**config.mk**
```make
export PLATFORM = sky130hd
export DESIGN_NAME = sdo_expedited_client
export DESIGN_NICKNAME = d
export VERILOG_FILES = /design/src/hdl/sdoc_pkg.sv /design/src/hdl/sdoc_front.sv /design/src/hdl/sdoc_queue.sv /design/src/hdl/sdoc_back.sv /design/src/hdl/sdo_expedited_client.sv
export SDC_FILE = /design/constraint.sdc
export NUM_CORES = 1
export LEC_CHECK = 0
export ABC_AREA = 1
export ABC_CLOCK_PERIOD_IN_PS = 8600
export BUFFER_PORTS_ARGS = -buffer_cell sky130_fd_sc_hd__buf_4
export CAP_MARGIN = 25
export CELL_PAD_IN_SITES_DETAIL_PLACEMENT = 0
export CELL_PAD_IN_SITES_GLOBAL_PLACEMENT = 1
export CORE_AREA = 5 5 192 194
export CTS_BUF_LIST = sky130_fd_sc_hd__clkbuf_4 sky130_fd_sc_hd__clkbuf_8
export DETAILED_ROUTE_END_ITERATION = 8
export DIE_AREA = 0 0 197 199
export PLACE_DENSITY = 0.87
export SLEW_MARGIN = 20
export SYNTH_ARGS = -nofsm -noshare
export SYNTH_HDL_FRONTEND = slang
export SYNTH_SLANG_ARGS = --single-unit
```
**constraint.sdc**
```tcl
create_clock -name clock -period 8.6 [get_ports clock]
set_input_delay 0.86 -clock clock [delete_from_list [all_inputs] [get_ports clock]]
set_output_delay 0.86 -clock clock [all_outputs]
set_load 0.005 [all_outputs]
```
**src/hdl/sdoc_pkg.sv**
```systemverilog
package sdoc_pkg;

   // input item operations
   typedef logic [1:0] op_type;
   localparam op_type OP_READ  = 2'd0;
   localparam op_type OP_WRITE = 2'd1;
   localparam op_type OP_FRAME = 2'd2;
   localparam op_type OP_TICK  = 2'd3;

   // result item kinds
   typedef logic [1:0] kind_type;
   localparam kind_type KIND_TX    = 2'd0;
   localparam kind_type KIND_DONE  = 2'd1;
   localparam kind_type KIND_ABORT = 2'd2;
   localparam kind_type KIND_FAIL  = 2'd3;

   // transfer size codes
   typedef logic [1:0] size_type;
   localparam size_type SIZE_1B  = 2'd0;
   localparam size_type SIZE_2B  = 2'd1;
   localparam size_type SIZE_4B  = 2'd2;
   localparam size_type SIZE_BAD = 2'd3;

   // sdo command bytes and cob-id bases
   localparam logic [7:0]  CMD_UPLOAD_REQ = 8'h40;
   localparam logic [7:0]  CMD_UPLOAD_1B  = 8'h4F;
   localparam logic [7:0]  CMD_UPLOAD_2B  = 8'h4B;
   localparam logic [7:0]  CMD_UPLOAD_4B  = 8'h43;
   localparam logic [7:0]  CMD_ABORT      = 8'h80;
   localparam logic [7:0]  CMD_DOWNLOAD_1B = 8'h2F;
   localparam logic [7:0]  CMD_DOWNLOAD_2B = 8'h2B;
   localparam logic [7:0]  CMD_DOWNLOAD_4B = 8'h23;
   localparam logic [10:0] COB_RX_SDO     = 11'h600;
   localparam logic [10:0] COB_TX_SDO     = 11'h580;

   // register map
   localparam int CSR_ADDR_W = 4;
   typedef logic [1:0] csr_index_type;
   localparam csr_index_type CSR_NODE_ID = 2'd0;
   localparam csr_index_type CSR_TIMEOUT = 2'd1;
   localparam csr_index_type CSR_RETRY   = 2'd2;

   localparam logic [6:0]  NODE_ID_RESET = 7'd1;
   localparam logic [15:0] TIMEOUT_RESET = 16'd1000;
   localparam logic [3:0]  RETRY_RESET   = 4'd3;

   // queue between front and back
   localparam int QUEUE_DEPTH = 2;
   localparam int QPTR_W      = $clog2(QUEUE_DEPTH);

   // classified item; for frames index/subindex/cmd/value come from the frame bytes
   typedef struct packed {
      op_type      op;
      logic [15:0] index;
      logic [7:0]  subindex;
      size_type    size;
      logic [31:0] value;
      logic [7:0]  cmd;
      logic        id_match;
   } item_type;

   typedef struct packed {
      kind_type    kind;
      logic [10:0] tx_id;
      logic [63:0] tx_bytes;
      logic [31:0] read_value;
      logic [31:0] abort_code;
   } result_type;

   function automatic logic [63:0] addr_bytes(input logic [7:0] cmd,
                                              input logic [15:0] idx,
                                              input logic [7:0] sub);
      addr_bytes = {32'h0, sub, idx, cmd};
   endfunction

endpackage

```
**src/hdl/sdoc_front.sv**
```systemverilog
module sdoc_front (
   input  sdoc_pkg::op_type    req_op,
   input  logic [15:0]         req_object_index,
   input  logic [7:0]          req_object_subindex,
   input  sdoc_pkg::size_type  req_data_size,
   input  logic [31:0]         req_write_value,
   input  logic [28:0]         req_frame_id,
   input  logic [63:0]         req_frame_bytes,
   input  logic [6:0]          node_id,
   output sdoc_pkg::item_type  item
);

   logic [10:0] reply_id;

   assign reply_id = sdoc_pkg::COB_TX_SDO + {4'h0, node_id};

   always_comb begin
      item.op       = req_op;
      item.size     = req_data_size;
      item.id_match = (req_frame_id == {18'h0, reply_id});
      if (req_op == sdoc_pkg::OP_FRAME) begin
         // unpack the reply: command, index, subindex, data word
         item.cmd      = req_frame_bytes[7:0];
         item.index    = req_frame_bytes[23:8];
         item.subindex = req_frame_bytes[31:24];
         item.value    = req_frame_bytes[63:32];
      end else begin
         item.cmd      = 8'h00;
         item.index    = req_object_index;
         item.subindex = req_object_subindex;
         item.value    = req_write_value;
      end
   end

endmodule

```
**src/hdl/sdoc_queue.sv**
```systemverilog
module sdoc_queue (
   input  logic               clock,
   input  logic               reset,
   input  logic               push,
   input  sdoc_pkg::item_type push_item,
   output logic               full,
   input  logic               pop,
   output logic               q_valid,
   output sdoc_pkg::item_type q_item
);

   localparam int CNT_W = $clog2(sdoc_pkg::QUEUE_DEPTH + 1);

   sdoc_pkg::item_type               mem_ff [sdoc_pkg::QUEUE_DEPTH];
   logic [sdoc_pkg::QPTR_W-1:0]      wr_ptr_ff, wr_ptr_in;
   logic [sdoc_pkg::QPTR_W-1:0]      rd_ptr_ff, rd_ptr_in;
   logic [CNT_W-1:0]                 count_ff, count_in;

   assign full    = (count_ff == CNT_W'(sdoc_pkg::QUEUE_DEPTH));
   assign q_valid = (count_ff != '0);
   assign q_item  = mem_ff[rd_ptr_ff];

   always_comb begin
      wr_ptr_in = push ? wr_ptr_ff + 1'b1 : wr_ptr_ff;
      rd_ptr_in = pop  ? rd_ptr_ff + 1'b1 : rd_ptr_ff;
      count_in  = count_ff;
      if (push && !pop) begin
         count_in = count_ff + 1'b1;
      end else if (pop && !push) begin
         count_in = count_ff - 1'b1;
      end
   end

   always_ff @(posedge clock) begin
      if (reset) begin
         wr_ptr_ff <= '0;
         rd_ptr_ff <= '0;
         count_ff  <= '0;
      end else begin
         wr_ptr_ff <= wr_ptr_in;
         rd_ptr_ff <= rd_ptr_in;
         count_ff  <= count_in;
      end
   end

   always_ff @(posedge clock) begin
      if (push) begin
         mem_ff[wr_ptr_ff] <= push_item;
      end
   end

endmodule

```
**src/hdl/sdoc_back.sv**
```systemverilog
module sdoc_back (
   input  logic                 clock,
   input  logic                 reset,
   input  logic                 q_valid,
   input  sdoc_pkg::item_type   q_item,
   output logic                 pop,
   input  logic [6:0]           node_id,
   input  logic [15:0]          timeout_ticks,
   input  logic [3:0]           retry_limit,
   output logic                 out_valid,
   input  logic                 out_ready,
   output sdoc_pkg::result_type out_result
);

   logic                 pending_ff, pending_in;
   logic [15:0]          pidx_ff, pidx_in;
   logic [7:0]           psub_ff, psub_in;
   sdoc_pkg::size_type   psize_ff, psize_in;
   logic [3:0]           attempts_ff, attempts_in;
   logic [15:0]          timer_ff, timer_in;
   logic                 out_valid_ff, out_valid_in;
   sdoc_pkg::result_type out_ff, out_in;

   sdoc_pkg::result_type res;
   logic                 has_res;
   logic                 fail_try;
   logic                 cmd_ok;
   logic [16:0]          timer_nx;
   logic [10:0]          tx_base;
   logic [63:0]          wbytes;
   logic                 fire;

   assign fire     = q_valid && (!out_valid_ff || out_ready);
   assign pop      = fire;
   assign tx_base  = sdoc_pkg::COB_RX_SDO + {4'h0, node_id};
   assign timer_nx = {1'b0, timer_ff} + 17'd1;

   // reply command accepted for the pending size
   always_comb begin
      case (psize_ff)
         sdoc_pkg::SIZE_1B: cmd_ok = (q_item.cmd == sdoc_pkg::CMD_UPLOAD_1B);
         sdoc_pkg::SIZE_2B: cmd_ok = (q_item.cmd == sdoc_pkg::CMD_UPLOAD_2B) ||
                                     (q_item.cmd == sdoc_pkg::CMD_UPLOAD_1B);
         default:           cmd_ok = (q_item.cmd == sdoc_pkg::CMD_UPLOAD_4B) ||
                                     (q_item.cmd == sdoc_pkg::CMD_UPLOAD_1B);
      endcase
   end

   always_comb begin
      pending_in  = pending_ff;
      pidx_in     = pidx_ff;
      psub_in     = psub_ff;
      psize_in    = psize_ff;
      attempts_in = attempts_ff;
      timer_in    = timer_ff;
      res         = '0;
      has_res     = 1'b0;
      fail_try    = 1'b0;
      wbytes      = '0;

      case (q_item.op)
         sdoc_pkg::OP_READ: begin
            if (!pending_ff) begin
               has_res = 1'b1;
               if (q_item.size == sdoc_pkg::SIZE_BAD || retry_limit == 4'd0) begin
                  res.kind = sdoc_pkg::KIND_FAIL;
               end else begin
                  pending_in   = 1'b1;
                  pidx_in      = q_item.index;
                  psub_in      = q_item.subindex;
                  psize_in     = q_item.size;
                  attempts_in  = 4'd1;
                  timer_in     = 16'd0;
                  res.kind     = sdoc_pkg::KIND_TX;
                  res.tx_id    = tx_base;
                  res.tx_bytes = sdoc_pkg::addr_bytes(sdoc_pkg::CMD_UPLOAD_REQ,
                                                      q_item.index, q_item.subindex);
               end
            end
         end
         sdoc_pkg::OP_WRITE: begin
            case (q_item.size)
               sdoc_pkg::SIZE_1B: begin
                  has_res = 1'b1;
                  wbytes  = sdoc_pkg::addr_bytes(sdoc_pkg::CMD_DOWNLOAD_1B,
                                                 q_item.index, q_item.subindex) |
                            {24'h0, q_item.value[7:0], 32'h0};
               end
               sdoc_pkg::SIZE_2B: begin
                  has_res = 1'b1;
                  wbytes  = sdoc_pkg::addr_bytes(sdoc_pkg::CMD_DOWNLOAD_2B,
                                                 q_item.index, q_item.subindex) |
                            {16'h0, q_item.value[15:0], 32'h0};
               end
               sdoc_pkg::SIZE_4B: begin
                  has_res = 1'b1;
                  wbytes  = sdoc_pkg::addr_bytes(sdoc_pkg::CMD_DOWNLOAD_4B,
                                                 q_item.index, q_item.subindex) |
                            {q_item.value, 32'h0};
               end
               default: ;
            endcase
            if (has_res) begin
               res.kind     = sdoc_pkg::KIND_TX;
               res.tx_id    = tx_base;
               res.tx_bytes = wbytes;
            end
         end
         sdoc_pkg::OP_FRAME: begin
            if (pending_ff && q_item.id_match) begin
               if (q_item.cmd == sdoc_pkg::CMD_ABORT) begin
                  pending_in     = 1'b0;
                  has_res        = 1'b1;
                  res.kind       = sdoc_pkg::KIND_ABORT;
                  res.abort_code = q_item.value;
               end else if (cmd_ok && q_item.index == pidx_ff &&
                            q_item.subindex == psub_ff) begin
                  pending_in = 1'b0;
                  has_res    = 1'b1;
                  res.kind   = sdoc_pkg::KIND_DONE;
                  case (psize_ff)
                     sdoc_pkg::SIZE_1B: res.read_value = {24'h0, q_item.value[7:0]};
                     sdoc_pkg::SIZE_2B: res.read_value = {16'h0, q_item.value[15:0]};
                     default:           res.read_value = q_item.value;
                  endcase
               end else begin
                  fail_try = 1'b1;
               end
            end
         end
         sdoc_pkg::OP_TICK: begin
            if (pending_ff) begin
               timer_in = timer_nx[15:0];
               // wrap to zero also counts as expiry
               if (timer_nx[16] || timer_nx[15:0] >= timeout_ticks) begin
                  fail_try = 1'b1;
               end
            end
         end
         default: ;
      endcase

      if (fail_try) begin
         has_res = 1'b1;
         if (attempts_ff < retry_limit) begin
            attempts_in  = attempts_ff + 4'd1;
            timer_in     = 16'd0;
            res.kind     = sdoc_pkg::KIND_TX;
            res.tx_id    = tx_base;
            res.tx_bytes = sdoc_pkg::addr_bytes(sdoc_pkg::CMD_UPLOAD_REQ, pidx_ff, psub_ff);
         end else begin
            pending_in = 1'b0;
            res        = '0;
            res.kind   = sdoc_pkg::KIND_FAIL;
         end
      end
   end

   always_comb begin
      out_valid_in = out_valid_ff;
      out_in       = out_ff;
      if (out_valid_ff && out_ready) begin
         out_valid_in = 1'b0;
      end
      if (fire && has_res) begin
         out_valid_in = 1'b1;
         out_in       = res;
      end
   end

   always_ff @(posedge clock) begin
      if (reset) begin
         pending_ff   <= 1'b0;
         pidx_ff      <= '0;
         psub_ff      <= '0;
         psize_ff     <= sdoc_pkg::SIZE_1B;
         attempts_ff  <= '0;
         timer_ff     <= '0;
         out_valid_ff <= 1'b0;
      end else begin
         if (fire) begin
            pending_ff  <= pending_in;
            pidx_ff     <= pidx_in;
            psub_ff     <= psub_in;
            psize_ff    <= psize_in;
            attempts_ff <= attempts_in;
            timer_ff    <= timer_in;
         end
         out_valid_ff <= out_valid_in;
      end
   end

   always_ff @(posedge clock) begin
      out_ff <= out_in;
   end

   assign out_valid  = out_valid_ff;
   assign out_result = out_ff;

endmodule

```
**src/hdl/sdo_expedited_client.sv**
```systemverilog
// expedited sdo client for one canopen server node
//
// input channel (req_*): one item per handshake; op selects read request,
//   write request, received frame or time tick. frames on other ids and
//   ticks while no read is open produce no result item
// result channel (rsp_*): at most one item per input item, in order:
//   transmit frame, read done, read aborted or read failed (at once or after retries)
// configuration: apb-style port, node_id at 0x0, timeout_ticks at 0x4,
//   retry_limit at 0x8; pready is tied high, writes land on the access cycle
// throughput: one item per cycle sustained while the output register is free or
//   being taken; the protocol state in the back end updates once per item
// path: with the back end free, an accepted input item is written into the
//   queue, and the back end then executes it from the queue into the output
//   register, where its result item becomes valid
// reset: synchronous; clears the open read, queue and output register and
//   loads node_id 1, timeout_ticks 1000, retry_limit 3
// stall: a result item waits in the output register and the back end holds
//   every item until that slot frees; later items wait in the 2-entry queue
//   and req_ready drops once it fills
module sdo_expedited_client (
   input  logic        clock,
   input  logic        reset,

   // input channel
   input  logic        req_valid,
   output logic        req_ready,
   input  logic [1:0]  req_op,
   input  logic [15:0] req_object_index,
   input  logic [7:0]  req_object_subindex,
   input  logic [1:0]  req_data_size,
   input  logic [31:0] req_write_value,
   input  logic [28:0] req_frame_id,
   input  logic [63:0] req_frame_bytes,

   // result channel
   output logic        rsp_valid,
   input  logic        rsp_ready,
   output logic [1:0]  rsp_result_kind,
   output logic [10:0] rsp_tx_id,
   output logic [63:0] rsp_tx_bytes,
   output logic [31:0] rsp_read_value,
   output logic [31:0] rsp_abort_code,

   // configuration port
   input  logic                            psel,
   input  logic                            penable,
   input  logic                            pwrite,
   input  logic [sdoc_pkg::CSR_ADDR_W-1:0] paddr,
   input  logic [31:0]                     pwdata,
   output logic [31:0]                     prdata,
   output logic                            pready
);

   // configuration registers
   logic [6:0]  node_id_ff;
   logic [15:0] timeout_ff;
   logic [3:0]  retry_ff;
   logic        csr_wr;
   sdoc_pkg::csr_index_type csr_idx;

   sdoc_pkg::item_type   front_item;
   sdoc_pkg::item_type   q_item;
   sdoc_pkg::result_type result;
   logic                 q_full;
   logic                 q_valid;
   logic                 q_pop;
   logic                 push;

   assign pready  = 1'b1;
   assign csr_wr  = psel && penable && pwrite;
   assign csr_idx = paddr[sdoc_pkg::CSR_ADDR_W-1:2];

   always_ff @(posedge clock) begin
      if (reset) begin
         node_id_ff <= sdoc_pkg::NODE_ID_RESET;
         timeout_ff <= sdoc_pkg::TIMEOUT_RESET;
         retry_ff   <= sdoc_pkg::RETRY_RESET;
      end else if (csr_wr) begin
         case (csr_idx)
            sdoc_pkg::CSR_NODE_ID: node_id_ff <= pwdata[6:0];
            sdoc_pkg::CSR_TIMEOUT: timeout_ff <= pwdata[15:0];
            sdoc_pkg::CSR_RETRY:   retry_ff   <= pwdata[3:0];
            default: ;
         endcase
      end
   end

   // register readback
   always_comb begin
      case (csr_idx)
         sdoc_pkg::CSR_NODE_ID: prdata = {25'h0, node_id_ff};
         sdoc_pkg::CSR_TIMEOUT: prdata = {16'h0, timeout_ff};
         sdoc_pkg::CSR_RETRY:   prdata = {28'h0, retry_ff};
         default:               prdata = 32'h0;
      endcase
   end

   // front: classify and unpack the incoming item
   sdoc_front u_front (
      .req_op              (req_op),
      .req_object_index    (req_object_index),
      .req_object_subindex (req_object_subindex),
      .req_data_size       (req_data_size),
      .req_write_value     (req_write_value),
      .req_frame_id        (req_frame_id),
      .req_frame_bytes     (req_frame_bytes),
      .node_id             (node_id_ff),
      .item                (front_item)
   );

   // ready only depends on queue fill, never on the result side
   assign req_ready = !q_full;
   assign push      = req_valid && req_ready;

   sdoc_queue u_queue (
      .clock     (clock),
      .reset     (reset),
      .push      (push),
      .push_item (front_item),
      .full      (q_full),
      .pop       (q_pop),
      .q_valid   (q_valid),
      .q_item    (q_item)
   );

   // back: protocol state, retries, timeout and result register
   sdoc_back u_back (
      .clock         (clock),
      .reset         (reset),
      .q_valid       (q_valid),
      .q_item        (q_item),
      .pop           (q_pop),
      .node_id       (node_id_ff),
      .timeout_ticks (timeout_ff),
      .retry_limit   (retry_ff),
      .out_valid     (rsp_valid),
      .out_ready     (rsp_ready),
      .out_result    (result)
   );

   assign rsp_result_kind = result.kind;
   assign rsp_tx_id       = result.tx_id;
   assign rsp_tx_bytes    = result.tx_bytes;
   assign rsp_read_value  = result.read_value;
   assign rsp_abort_code  = result.abort_code;

endmodule

```
; Yosys cells after proc, flatten, opt, wreduce, memory -nomap -nowiden
; Memory sizes are Yosys's and may differ from the RTL's. A register that Yosys moved wholly into a read port is not among the register bits.
; Cells that the tools add are included.
[totals]
ff_bits = 220
wordCells = 149
mem_count = 1
out_inout_bits = 176
mem_bits_rw = 138
inputBits = 196
[classes]
magnitude_cmp = 2
n_bitwise = 5
mux = 64
addsub = 8
n_eq_ne = 18
n_reduce_logical = 33
[mem_list]
columns = memory, depth, width, read_ports, rd_clocked_by_memory_dff, write_ports, line
row1 = u_queue.mem_ff, 2, 69, 1, 1, 1, sdoc_queue.sv:14  ; sdoc_pkg::item_type mem_ff [sdoc_pkg::QUEUE_DEPTH];
[op_table]
columns = op, n
row1 = $mux W64, 3
row2 = $pmux W64 S3, 1
row3 = $mux W77, 2
row4 = $mux W75, 2
row5 = $pmux W75 S2, 1
row6 = $mux W141, 1
row7 = $mux W32, 3
row8 = $mux W16, 5
row9 = $or A32 B64 Y64, 1
row10 = $pmux W32 S2, 1
row11 = $or A32 B48 Y48, 1
row12 = $pmux W16 S3, 1
row13 = $mux W40, 1
row14 = $or A32 B40 Y40, 1
row15 = $pmux W16 S2, 1
row16 = $eq A29 B11 Y1, 1
row17 = $mux W1, 26
row18 = $eq A8 B7 Y1 const B, 3
row19 = $mux W24, 1
row20 = $mux W4, 5
row21 = $add A16 B1 Y17 const B, 1
row22 = $eq A16 B16 Y1, 1
row23 = $ge A16 B16 Y1, 1
row24 = $eq A2 B2 Y1 const B, 7
row25 = 24 further kinds, 59

; Longest topological paths before layout
; Gate-level depths: netlist of the first run.
[depth]
depth_word = 12
ltp_mapped = 22
ltp_nobuf = 21

; Modules after synthesis
; Synthesis of the first run repeated with hierarchy kept, for this count alone.
[hier_totals]
cells_unflattened = 1634
area_unflattened_um2 = 16997.6
[modules_own_cells]
columns = mod, area_per_inst_um2, instances, cells_per_inst
row1 = sdoc_back, 9203.8, 1, 1016
row2 = sdoc_queue, 5247.5, 1, 248
row3 = sdo_expedited_client, 1468.9, 1, 223
row4 = sdoc_front, 1077.3, 1, 147

; Least setup slack after synthesis of the first run
; Ideal clock, no wire load.
[synth_path]
path_kind = flip-flop to flip-flop
from = reg u_back.timer_ff[5]
to = reg u_back.out_ff, in the netlist u_back.out_result[0], enable pin
setup_slack_ns = 3.071
required_ns = 8.113
setup_time_ns = 0.487
stages_incl_launch_ff = 20
path_buffers = 0
arrival_ns = 5.042
path_cell_list = dfxtp_1 -> inv_1 -> nor3_1 -> nand2_1 -> nor2_1 -> nand3_1 -> nor2_1 -> nand4_1 -> and2_1 -> ha_1 -> nand4_1 -> nor2_1 -> nand3_1 -> nand4_1 -> nand2_1 -> nand2_2 -> inv_2 -> nand2_1 -> nand2_1 -> inv_1
[synth_between]
elab_chain_cells = 8
[synth_rtl]
columns = element, line
row1 = start: declaration, sdoc_back.sv:20  ; logic [15:0] timer_ff, timer_in;
row2 = start signal: assignment, sdoc_back.sv:187  ; timer_ff <= timer_in;
row3 = $add A16 B1 Y17 (*), sdoc_back.sv:36  ; assign timer_nx = {1'b0, timer_ff} + 17'd1;
row4 = $ge A16 B16 Y1, sdoc_back.sv:135  ; if (timer_nx[16] || timer_nx[15:0] >= timeout_ticks) begin
row5 = $logic_or A1 B1 Y1 (*), sdoc_back.sv:135
row6 = $mux W1 (*), sdoc_back.sv:135
row7 = $mux W1 (*), sdoc_back.sv:132  ; if (pending_ff) begin
row8 = $pmux W1 S2 (*), sdoc_back.sv:61  ; case (q_item.op)
row9 = $mux W1 (*), sdoc_back.sv:143  ; if (fail_try) begin
row10 = $logic_and A1 B1 Y1 (*), sdoc_back.sv:165  ; if (fire && has_res) begin
row11 = end signal: assignment, sdoc_back.sv:194  ; out_ff <= out_in;
row12 = end: declaration, sdoc_back.sv:22  ; sdoc_pkg::result_type out_ff, out_in;
; Mark *: on every way between the ends. The rest lies on a longest branch, timed or not.
; A chain may end at the register's enable or synchronous reset.

; Worst setup path after layout of the first run
[layout_path]
from = reg u_back.timer_ff[5]
to = reg u_back.out_ff, in the netlist u_back.out_result[127], enable pin
; Same word-level chain as after synthesis.

==> results of run 1 <==
-- layout make-up --
cell class	instances	area (um^2)	area share
inverters	157	597	0.0301
flip-flops and latches	352	9770	0.493
clock buffers	81	1000	0.0506
clock inverters	25	158	0.00796
multi-input cells	938	5140	0.259
repair buffers	340	2560	0.129
well taps	461	577	0.0291
diodes	1	2.50	0.000126
-- report_power, final --
| group | total (uW) | switching (uW) | internal [uW] |
|---|---|---|---|
| sequential | 2480 | 174 | 2310 |
| combinational | 1770 | 1140 | 637 |
| clock | 1450 | 661 | 785 |
| total | 5700 | 1970 | 3730 |
-- placed cells by master (no fill, tap or decap), types with 12 or more instances in the layout --
cell type	count
inv_1	146
ha_1	27
mux2i_1	32
o211ai_1	12
clkbuf_4	18
o22ai_1	19
edfxtp_1	272
buf_4	339
nor3_1	38
a21oi_1	77
dfxtp_1	79
nand3_1	72
nor2_1	174
xor2_1	14
conb_1	21
nand2_1	263
clkbuf_8	63
mux2_2	56
o21ai_0	56
-- flip-flops by register name (all words and copies together) (netlist names), named ones only --
signal              flops
u_back.pidx_ff         16
u_back.timer_ff        16
u_queue.wr_ptr_ff       1
u_queue.mem_ff        138
u_back.attempts_ff      4
timeout_ff             16
u_back.out_valid        1
u_back.psize_ff         2
u_queue.rd_ptr_ff       1
u_back.psub_ff          8
u_back.out_result     134
u_back.pending_ff       1
u_queue.count_ff        2
node_id_ff              7
retry_ff                4
-- worst reg2reg max path, delay by kind of cell (launching register included) --
family	cells	cell delay [ns]
adders and majority gates	1	0.31
and+or+nand+nor	15	2.35
buffers and inverters	4	1.67
DFF	1	0.37
-- worst max-delay path by stage --
| stage | startpoint | endpoint | slack, ns | cells after the start |
|---|---|---|---|---|
| after global placement | u_back.timer_ff[5]$_SDFFE_PP0P_ | u_back.out_result[113]$_SDFFCE_PP0P_ | 3.53 | 20 |
| after global routing | u_back.timer_ff[5]$_SDFFE_PP0P_ | u_back.out_result[29]$_DFFE_PP_ | 2.99 | 20 |
| after floorplan | u_back.timer_ff[5]$_SDFFE_PP0P_ | u_back.out_result[0]$_DFFE_PP_ | 3.07 | 19 |
| final | u_back.timer_ff[5]$_SDFFE_PP0P_ | u_back.out_result[127]$_SDFFCE_PP0P_ | 3.53 | 20 |
| after CTS | u_back.timer_ff[5]$_SDFFE_PP0P_ | u_back.out_result[127]$_SDFFCE_PP0P_ | 3.49 | 20 |
| after detailed placement | u_back.timer_ff[5]$_SDFFE_PP0P_ | u_back.out_result[17]$_DFFE_PP_ | 3.49 | 20 |
-- logic make-up after synthesis --
| group | after synthesis |
|---|---|
| compound gates | 195 |
| xor+xnor | 15 |
| fa+ha+maj | 27 |
| buf+inv | 237 |
| flops | 352 |
| mux | 88 |
| other cells | 2 |
| simple gates | 592 |
-- routing by layer --
layer / GRT usage / vias up / part of all wire
met2: 0.360 / 326 / 0.52
met3: 0.0279 / 77 / 0.043
met1: 0.254 / 5653 / 0.40
met5: 0 / - / 0
li1: - / 5823 / -
met4: 0.0675 / 0 / 0.027
-- per-stage QoR --
stage	power (uW)	setup WS, ns	utilization	hold slack [ns]	cell area, um^2
after floorplan	3580	3.07	-	0.426	15900
after global placement	4250	3.53	0.532	0.424	18600
after detailed placement	4290	3.49	0.532	0.445	18600
after CTS	5750	3.49	0.565	0.402	19800
after global routing	6050	2.99	0.565	0.402	19800
final	5700	3.53	0.565	0.447	19800
==> metrics.md, run 1 <==
| Metric | Value |
|---|---|
| Status | `finished clean` |
| Buf/Inv on CP | `4` |
| Cell mode on critical path | `nand2_1` |
| Post-synth EDFFs | `about 270` |
| Mapped cell area | `about 16000 um^2` |
| DRT Wirelength | `approximately 41 mm` |
| Root Buffer | `clkbuf_8` |
| WHS Path Cells | `1` |
| Crit path DAT | `5.30 ns` |
| CTS tree | `yes` |
| Die ar. | `approximately 39000 um^2` |
| Synth warn | `0` |
| Most common cell in the synthesized netlist | `edfxtp_1` |
| XOR/XNOR Fraction of Synth Area | `0.00828` |
| Post-synthesis compound-gate area fraction | `0.0693` |
| Vias in the first global route | `about 12000` |
| IO Port Bufs | `332` |
| Slowest CP cell | `buf_4` |
| Initial antenna violation count | `1` |
| Top cells by area, synth | `edfxtp_1 (51%), dfxtp_1 (10%), nand2_1 (6.3%), nor2_1 (4.2%), mux2_2 (4.0%)` |
| Maximum vdd drop | `around 0.16 mV` |
| Area fraction in and, or, nand and nor cells after synthesis | `0.158` |
| Largest family of logic cells by synthesized area | `simple AND/OR/NAND/NOR gates` |
| Tcrit/Tclk final | `0.590` |
| Clock Sinks | `352` |
| Register-to-Register Path Depth | `20` |
| Vias per inst | `5.04` |
| Fmax achieved | `0.197 GHz` |
| Chip Width | `around 200 um` |
| Die H | `just under 200 um` |
| Final setup vio count | `0` |
| Placed insts | `2247` |
| Worst path cell trace | `inv_1, nor3_1, nand2_1, nor2_1, nand3_1, nor2_1, nand4_1, and2_1, ha_1, nand4_1, nor2_1, nand3_1, nand4_1, nand2_1, nand2_2, inv_2, nand2_1, nand2_1, inv_6, buf_4` |
| NumNets Final | `2071` |
| Vias | `approximately 12000` |
| Max-slew violations | `0` |
| Fin. Hold Viols | `0` |
| GR Util All Layers | `0.202` |
| Clock Path Buffers | `3` |
| RSZ-0062 raised after global routing | `false` |
| Post-DP HPWL | `about 28 mm` |
| Pre-Repair DR Iteration Count | `6` |
| Clk_skew | `roughly 0.023 ns` |
| Synth Register Bits | `around 350` |
| Dominant cell type by area after synthesis | `edfxtp_1` |
| Static leakage | `slightly above 0.008 uW` |
| Startpoint of the lowest-slack hold path | `req_data_size[1]` |
| Latest clock arrival within the worst-skew pair | `between 0.6 and 0.7 ns` |
| Final Non-Filler Cells | `2355` |
| Synth Instances | `between 1500 and 2000` |
| Worst r2r src | `u_back.timer_ff[5]$_SDFFE_PP0P_` |
| WP data required | `a little under 9 ns` |
| Average routed wire per standard cell | `about 18 um` |
| Most instantiated cells after synthesis | `edfxtp_1 (272), nand2_1 (265), nor2_1 (176)` |
| Clock-pin transition on the worst setup and hold timing paths | `approximately 0.06 ns` |
| Fin crit period | `5.07 ns` |
| Sequential share of the synthesized area | `0.615` |
| PwrDens | `288 nW/um^2` |
| Slew HR | `0.366` |
| P&R area growth vs syn | `24.8%` |
| Synth Area per Inst | `10.5 um^2` |
| Initial Util | `0.453` |
| First-pass GRT wire length | `63.0 mm` |
| Post-synth cell types | `between 40 and 50` |
| Post-cts resize count | `0` |
| Global route total overflow | `0` |
| I/O pin count | `approximately 370` |
| Fillers | `a little over 3000` |
| Yosys top cell area share | `0.515` |
| Num rows | `just under 70` |
| Core area | `roughly 35000 um^2` |
| Antenna violation net count after detailed routing | `0` |
| Post-CTS setup buffer count | `0` |
| Setup CP Type | `flip-flop to flip-flop` |
| DRC | `0` |
| CTS Buf Count | `between 50 and 60` |
| GP Congestion | `0.819` |
| Crit path largest cell delay | `0.66 ns` |
| Crit Path Max Fanout | `between 80 and 90` |
| Slew @ Worst Pin | `0.949 ns` |
| Worst R2R End | `u_back.out_result[127]$_SDFFCE_PP0P_` |
| Share of synthesized flip-flops with an asynchronous set or reset | `0` |
| Mux cell area share after synthesis | `0.0599` |
| H-tree depth | `2` |
| Startpoint types | `flip-flop` |
| Hold_buf cts | `0` |
| Hold EP | `u_queue.mem_ff[1][42]$_DFFE_PP_` |
| Setup tns final | `0 ns` |
| Maxcap violations | `0` |
| Share of cells above drive strength 1 | `0.278` |
| Hold crit path type | `input port to flip-flop` |
| Flop2flop setup slack | `between 3 and 4 ns` |
| Initial drt markers | `~660` |
| CP Capture Type | `flip-flop` |
| Pin count of the biggest net entering global routing | `88` |
| Adder-Cell Fraction of Synth Area | `0.0213` |
| CP top delay family | `simple AND/OR/NAND/NOR gates` |
| Synth Flop Type | `edfxtp_1` |
(Power assumes the default switching activity.)
==> inputs of run 2 (changes only) <==
--- a/config.mk
+++ b/config.mk
@@ -6,16 +6,16 @@
 export NUM_CORES = 1
 export LEC_CHECK = 0
 export ABC_AREA = 1
-export ABC_CLOCK_PERIOD_IN_PS = 8600
+export ABC_CLOCK_PERIOD_IN_PS = 5000
 export BUFFER_PORTS_ARGS = -buffer_cell sky130_fd_sc_hd__buf_4
 export CAP_MARGIN = 25
 export CELL_PAD_IN_SITES_DETAIL_PLACEMENT = 0
 export CELL_PAD_IN_SITES_GLOBAL_PLACEMENT = 1
-export CORE_AREA = 5 5 192 194
+export CORE_AREA = 5 5 199 201
 export CTS_BUF_LIST = sky130_fd_sc_hd__clkbuf_4 sky130_fd_sc_hd__clkbuf_8
 export DETAILED_ROUTE_END_ITERATION = 8
-export DIE_AREA = 0 0 197 199
-export PLACE_DENSITY = 0.87
+export DIE_AREA = 0 0 204 206
+export PLACE_DENSITY = 0.81
 export SLEW_MARGIN = 20
 export SYNTH_ARGS = -nofsm -noshare
 export SYNTH_HDL_FRONTEND = slang
==> constraint.sdc (replaced) <==
create_clock -name clock -period 5 [get_ports clock]
set_input_delay 0.5 -clock clock [delete_from_list [all_inputs] [get_ports clock]]
set_output_delay 0.5 -clock clock [all_outputs]
set_load 0.005 [all_outputs]
==> metrics.md, run 2 (synthesized netlist as in run 1, its figures left out) <==
| Metric | Value |
|---|---|
| Status | `finished clean` |
| Die H | `about 200 um` |
| GP Congestion | `roughly 0.84` |
| Crit Path Max Fanout | `46` |
| Largest register FFs | `approximately 140` |
| Chip Width | `204 um` |
| NumNets Final | `approximately 2100` |
| Post-CTS setup buffer count | `0` |
| Share of cells above drive strength 1 | `0.282` |
| Maximum vdd drop | `approximately 0.27 mV` |
| Setup tns final | `0 ns` |
| Reg with most FFs | `u_queue.mem_ff` |
| Setup CP Type | `flip-flop to flip-flop` |
| WHS Path Cells | `1` |
| Clock Sinks | `352` |
| Fin. Hold Viols | `0` |
| IO Port Bufs | `around 330` |
| GR Util All Layers | `0.192` |
| Placed insts | `roughly 2300` |
| Pin count of the biggest net entering global routing | `70` |
| Vias | `~12000` |
| P_int | `6530 uW` |
| Final Non-Filler Cells | `2418` |
| Clk pwr share | `0.256` |
| Hold EP | `u_queue.mem_ff[0][68]$_DFFE_PP_` |
| Slew @ Worst Pin | `~0.94 ns` |
| Average routed wire per standard cell | `17.3 um` |
| Post-place instance area | `roughly 19000 um^2` |
| Vias in the first global route | `~12000` |
| Hold crit path type | `input port to flip-flop` |
| Static leakage | `0.00833 uW` |
| Root Buffer | `clkbuf_8` |
| Tcrit/Tclk final | `0.901` |
| Initial antenna violation count | `0` |
| CTS Buf Count | `between 50 and 60` |
| DRC | `0` |
| Register-to-Register Path Depth | `20` |
| I/O pin count | `~370` |
| Fmax achieved | `0.222 GHz` |
| Clk_skew | `0.0244 ns` |
| Sequential power share | `0.420` |
| Startpoint types | `flip-flop` |
| Startpoint of the lowest-slack hold path | `req_op[1]` |
| PwrDens | `just under 500 nW/um^2` |
| CP Capture Type | `flip-flop` |
| Num rows | `71` |
| Final Cell Area | `around 20000 um^2` |
| Most frequent cells in the layout | `buf_4 (340), edfxtp_1 (272), nand2_1 (263)` |
| Die ar. | `approximately 42000 um^2` |
| Antenna violation net count after detailed routing | `0` |
| DRT Wirelength | `41.9 mm` |
| Final setup vio count | `0` |
| Initial drt markers | `650` |
| P&R area growth vs syn | `26.5%` |
| Minimum hold slack | `~0.084 ns` |
| Combinational share of power | `0.324` |
| Clock Path Buffers | `3` |
| Fin crit period | `~4.5 ns` |
| Initial Util | `0.424` |
| Vias per inst | `about 4.9` |
| Clock-pin transition on the worst setup and hold timing paths | `around 0.06 ns` |
| H-tree depth | `2` |
| Final core utilization | `0.537` |
| Pre-Repair DR Iteration Count | `5` |
| Global route total overflow | `0` |
| Max-slew violations | `0` |
| First-pass GRT wire length | `about 64 mm` |
| CTS tree | `yes` |
| Slew HR | `0.375` |
| WP data required | `~5.4 ns` |
| Crit path DAT | `slightly below 5 ns` |
| Most common cell after layout, fill and taps aside | `buf_4` |
| Worst r2r src | `u_back.timer_ff[5]$_SDFFE_PP0P_` |
| Core area | `around 37000 um^2` |
| Maxcap violations | `0` |
| Flop2flop setup slack | `~0.50 ns` |
| Sw power | `3410 uW` |
| Post-DP HPWL | `28.4 mm` |
| RSZ-0062 raised after global routing | `false` |
| Latest clock arrival within the worst-skew pair | `0.63 ns` |
| Worst R2R End | `u_back.out_result[119]$_SDFFCE_PP0P_` |
| Net Sw Frac | `0.343` |
-- run 2: changes by cell type in the layout (fill, tap and decap cells not counted), sizes merged --
cell	change
clkinvlp	+1
inv	-1
dlygate4sd3	+3
buf	+7
clkbuf	+5
clkinv	-2
-- run 2: metal layers --
metal / wire length [um] / vias to the layer above / global-route usage
met2: 21400 / 323 / 0.336
met5: 0 / - / 0
met4: 1350 / 0 / 0.0763
li1: - / 5836 / -
met1: 17200 / 5667 / 0.239
met3: 1920 / 81 / 0.0308
-- run 2: cell type report --
cell class | count | area, um^2
Fill cell | 3325 | 17300
Sequential cell | 352 | 9770
Multi-Input combinational cell | 938 | 5140
Timing Repair Buffer | 350 | 2730
Clock buffer | 86 | 1050
Tap cell | 511 | 639
Inverter | 157 | 596
Clock inverter | 23 | 144
Antenna cell | 1 | 2.50
-- run 2: through the flow --
stage / setup slack [ns] / power (uW)
3_5_place_dp: 0.488 / 7450
5_1_grt: 0.0470 / 10500
6_report: 0.496 / 9940
2_1_floorplan: 0.142 / 6130
4_1_cts: 0.479 / 10100
3_3_place_gp: 0.568 / 7400
-- run 2: how the worst max path moves through the flow --
stage / startpoint / endpoint / cells past startpoint
after floorplan: u_back.timer_ff[5]$_SDFFE_PP0P_ / u_back.out_result[0]$_DFFE_PP_ / 19
after global placement: u_back.timer_ff[5]$_SDFFE_PP0P_ / u_back.out_result[104]$_SDFFCE_PP0P_ / 20
after detailed placement: u_back.timer_ff[5]$_SDFFE_PP0P_ / u_back.out_result[139]$_DFFE_PP_ / 20
after CTS: u_back.timer_ff[5]$_SDFFE_PP0P_ / u_back.out_result[119]$_SDFFCE_PP0P_ / 20
after global routing: u_back.timer_ff[5]$_SDFFE_PP0P_ / u_back.out_result[27]$_DFFE_PP_ / 20
final: u_back.timer_ff[5]$_SDFFE_PP0P_ / u_back.out_result[119]$_SDFFCE_PP0P_ / 20
-- run 2: power groups by stage --
stage	clock network, uW	registers (uW)	logic (uW)
final	2550	4180	3220
after global routing	2760	4240	3550
after CTS	2640	4190	3230
after detailed placement	0	4240	3210
after global placement	0	4230	3170
after floorplan	0	4280	1850
-- run 2: repair_timing --
action / in CTS / in global routing
endpoints found under the hold margin: 6 / 0
hold buffers: 3 / 0
gates resized for setup: 0 / 0
-- run 2: critical path: stages, from the launching register on --
cell	delay (ns)
dfxtp_1	0.37
inv_1	0.09
nor3_1	0.21
nand2_1	0.12
nor2_1	0.17
nand3_1	0.15
nor2_1	0.22
nand4_1	0.13
and2_1	0.19
ha_1	0.30
a21oi_1	0.15
o21ai_0	0.09
nor2_1	0.12
nand4_1	0.10
nand2_1	0.17
nand2_2	0.25
inv_2	0.36
nand2_1	0.10
nand2_1	0.13
clkinvlp_4	0.43
buf_12	0.37
==> inputs of run 3 (changes only) <==
--- a/config.mk
+++ b/config.mk
@@ -15,7 +15,7 @@
 export CTS_BUF_LIST = sky130_fd_sc_hd__clkbuf_4 sky130_fd_sc_hd__clkbuf_8
 export DETAILED_ROUTE_END_ITERATION = 8
 export DIE_AREA = 0 0 204 206
-export PLACE_DENSITY = 0.81
+export PLACE_DENSITY_LB_ADDON = 0.1
 export SLEW_MARGIN = 20
 export SYNTH_ARGS = -nofsm -noshare
 export SYNTH_HDL_FRONTEND = slang
==> metrics.md, run 3 (synthesized netlist as in run 1, its figures left out) <==
| Metric | Value |
|---|---|
| Clock-pin transition on the worst setup and hold timing paths | `0.06 ns` |
| Register-to-Register Path Depth | `12` |
| Root Buffer | `clkbuf_8` |
| First-pass GRT wire length | `62.6 mm` |
| DRC | `0` |
| Share of cells above drive strength 1 | `0.281` |
| Max-slew violations | `0` |
| Final setup vio count | `0` |
| Antenna violation net count after detailed routing | `0` |
| IO Port Bufs | `about 330` |
| Num rows | `71` |
| Clock Sinks | `between 300 and 400` |
| Slew @ Worst Pin | `between 0.9 and 1 ns` |
| Die H | `just over 200 um` |
| PwrDens | `between 400 and 500 nW/um^2` |
| Post-DP HPWL | `~28 mm` |
| DRT Wirelength | `roughly 42 mm` |
| Minimum hold slack | `0.0644 ns` |
| Hold EP | `u_queue.mem_ff[1][67]$_DFFE_PP_` |
| Vias per inst | `4.85` |
| CTS Buf Count | `58` |
| Setup CP Type | `flip-flop to flip-flop` |
| Status | `finished clean` |
| Vias | `between 10000 and 15000` |
| Initial antenna violation count | `0` |
| Worst path cell trace | `inv_4, or2_2, o21ai_0, ha_1, inv_1, nor2_1, inv_1, nor2_1, inv_1, nand2_1, nand2_1, a21boi_0` |
| Hold crit path type | `input port to flip-flop` |
| Slew HR | `0.363` |
| Startpoint types | `flip-flop` |
| Core area | `~37000 um^2` |
| GR Util All Layers | `0.190` |
| Fin worst setup slack | `~0.65 ns` |
| Fin. Hold Viols | `0` |
| Crit path largest cell delay | `between 0.7 and 0.8 ns` |
| Maximum vdd drop | `0.231 mV` |
| Fin crit period | `between 4 and 5 ns` |
| Final core utilization | `0.536` |
| Maxcap violations | `0` |
| Flop2flop setup slack | `0.65 ns` |
| NumNets Final | `between 2000 and 2500` |
| Chip Width | `just over 200 um` |
| GP Congestion | `between 0.8 and 0.9` |
| Slowest CP cell | `dfxtp_4` |
| Final Non-Filler Cells | `about 2400` |
| Setup tns final | `0 ns` |
| RSZ-0062 raised after global routing | `false` |
| Ant diodes | `0` |
| P&R area growth vs syn | `26.3%` |
| Initial Util | `0.424` |
| CTS tree | `yes` |
| I/O pin count | `approximately 370` |
| Initial drt markers | `about 540` |
| Global route total overflow | `0` |
| Crit path DAT | `just under 5 ns` |
| WHS Path Cells | `1` |
| Most frequent cells in the layout | `buf_4 (340), edfxtp_1 (272), nand2_1 (263)` |
| Average routed wire per standard cell | `approximately 17 um` |
| Most common cell after layout, fill and taps aside | `buf_4` |
| Cell mode on critical path | `inv_1` |
| Clk_skew | `between 0.02 and 0.025 ns` |
| Pin count of the biggest net entering global routing | `99` |
| Vias in the first global route | `11500` |
| Fmax achieved | `0.230 GHz` |
| WP data required | `~5.5 ns` |
| Crit Path Max Fanout | `32` |
| Pre-Repair DR Iteration Count | `5` |
| Reg with most FFs | `u_queue.mem_ff` |
| Tcrit/Tclk final | `0.870` |
| CP Capture Type | `flip-flop` |
| Clock Path Buffers | `3` |
| Placed insts | `2301` |
| Startpoint of the lowest-slack hold path | `req_op[0]` |
| Die ar. | `roughly 42000 um^2` |
| Static leakage | `0.00833 uW` |
| H-tree depth | `2` |
| Largest register FFs | `~140` |
| Worst R2R End | `u_back.out_result[134]$_DFFE_PP_` |
| Pre-CTS setup slack | `around 0.63 ns` |
| Latest clock arrival within the worst-skew pair | `approximately 0.64 ns` |
run 3: final cells by class:
cell class	count	area [um^2]
Clock buffer	93	1140
Multi-Input combinational cell	938	5140
Fill cell	3344	17400
Clock inverter	14	95.1
Inverter	157	596
Sequential cell	352	9770
Timing Repair Buffer	346	2660
Tap cell	511	639
run 3: worst max-delay path by stage:
stage                               startpoint                          endpoint  slack, ns  cells after the start
3_5_place_dp   u_back.timer_ff[5]$_SDFFE_PP0P_   u_back.out_result[21]$_DFFE_PP_       0.63                     18
2_1_floorplan  u_back.timer_ff[5]$_SDFFE_PP0P_    u_back.out_result[0]$_DFFE_PP_       0.14                     19
3_3_place_gp                         flip-flop  u_back.out_result[134]$_DFFE_PP_       0.65                     12
5_1_grt        u_back.timer_ff[5]$_SDFFE_PP0P_   u_back.out_result[21]$_DFFE_PP_       0.08                     19
4_1_cts        u_back.timer_ff[5]$_SDFFE_PP0P_   u_back.out_result[21]$_DFFE_PP_       0.60                     18
6_report                             flip-flop  u_back.out_result[134]$_DFFE_PP_       0.65                     12
run 3: layer usage:
layer / up-vias / global-route usage / share of wire
met5: - / 0 / 0
met4: 0 / 0.0625 / 0.029
met3: 74 / 0.0359 / 0.043
met2: 275 / 0.337 / 0.52
met1: 5519 / 0.235 / 0.41
li1: 5819 / - / -
run 3: metrics by stage:
step / instance area [um^2] / total power (uW)
floorplan: 15900 / 6130
global placement: 18700 / 7370
detailed placement: 18800 / 7430
CTS: 20000 / 10100
global route: 20000 / 10600
finish: 20000 / 9970
run 3: power breakdown:
part,switching (uW),internal (uW),leakage (uW)
Combinational,1940,1130,0.00446
Sequential,292,3960,0.00320
Clock,1150,1490,0.000656
Total,3380,6580,0.00833
run 3: worst max-delay path: cells and delay by family, from the launching register on:
kind | cells | cell delay (ns)
AND/OR/NAND/NOR | 5 | 1.88
adder cells (fa/ha/maj) | 1 | 0.35
AO/OA/AOI/OAI | 2 | 0.60
flip-flops | 1 | 0.74
buffers and inverters | 4 | 0.57
run 3: timing repair:
item                       in CTS  in global routing
setup endpoints to repair       0                  0
hold buffers                    2                  0
gates resized for setup         0                  0
buffers inserted                0                  0
hold endpoints to repair        3                  0
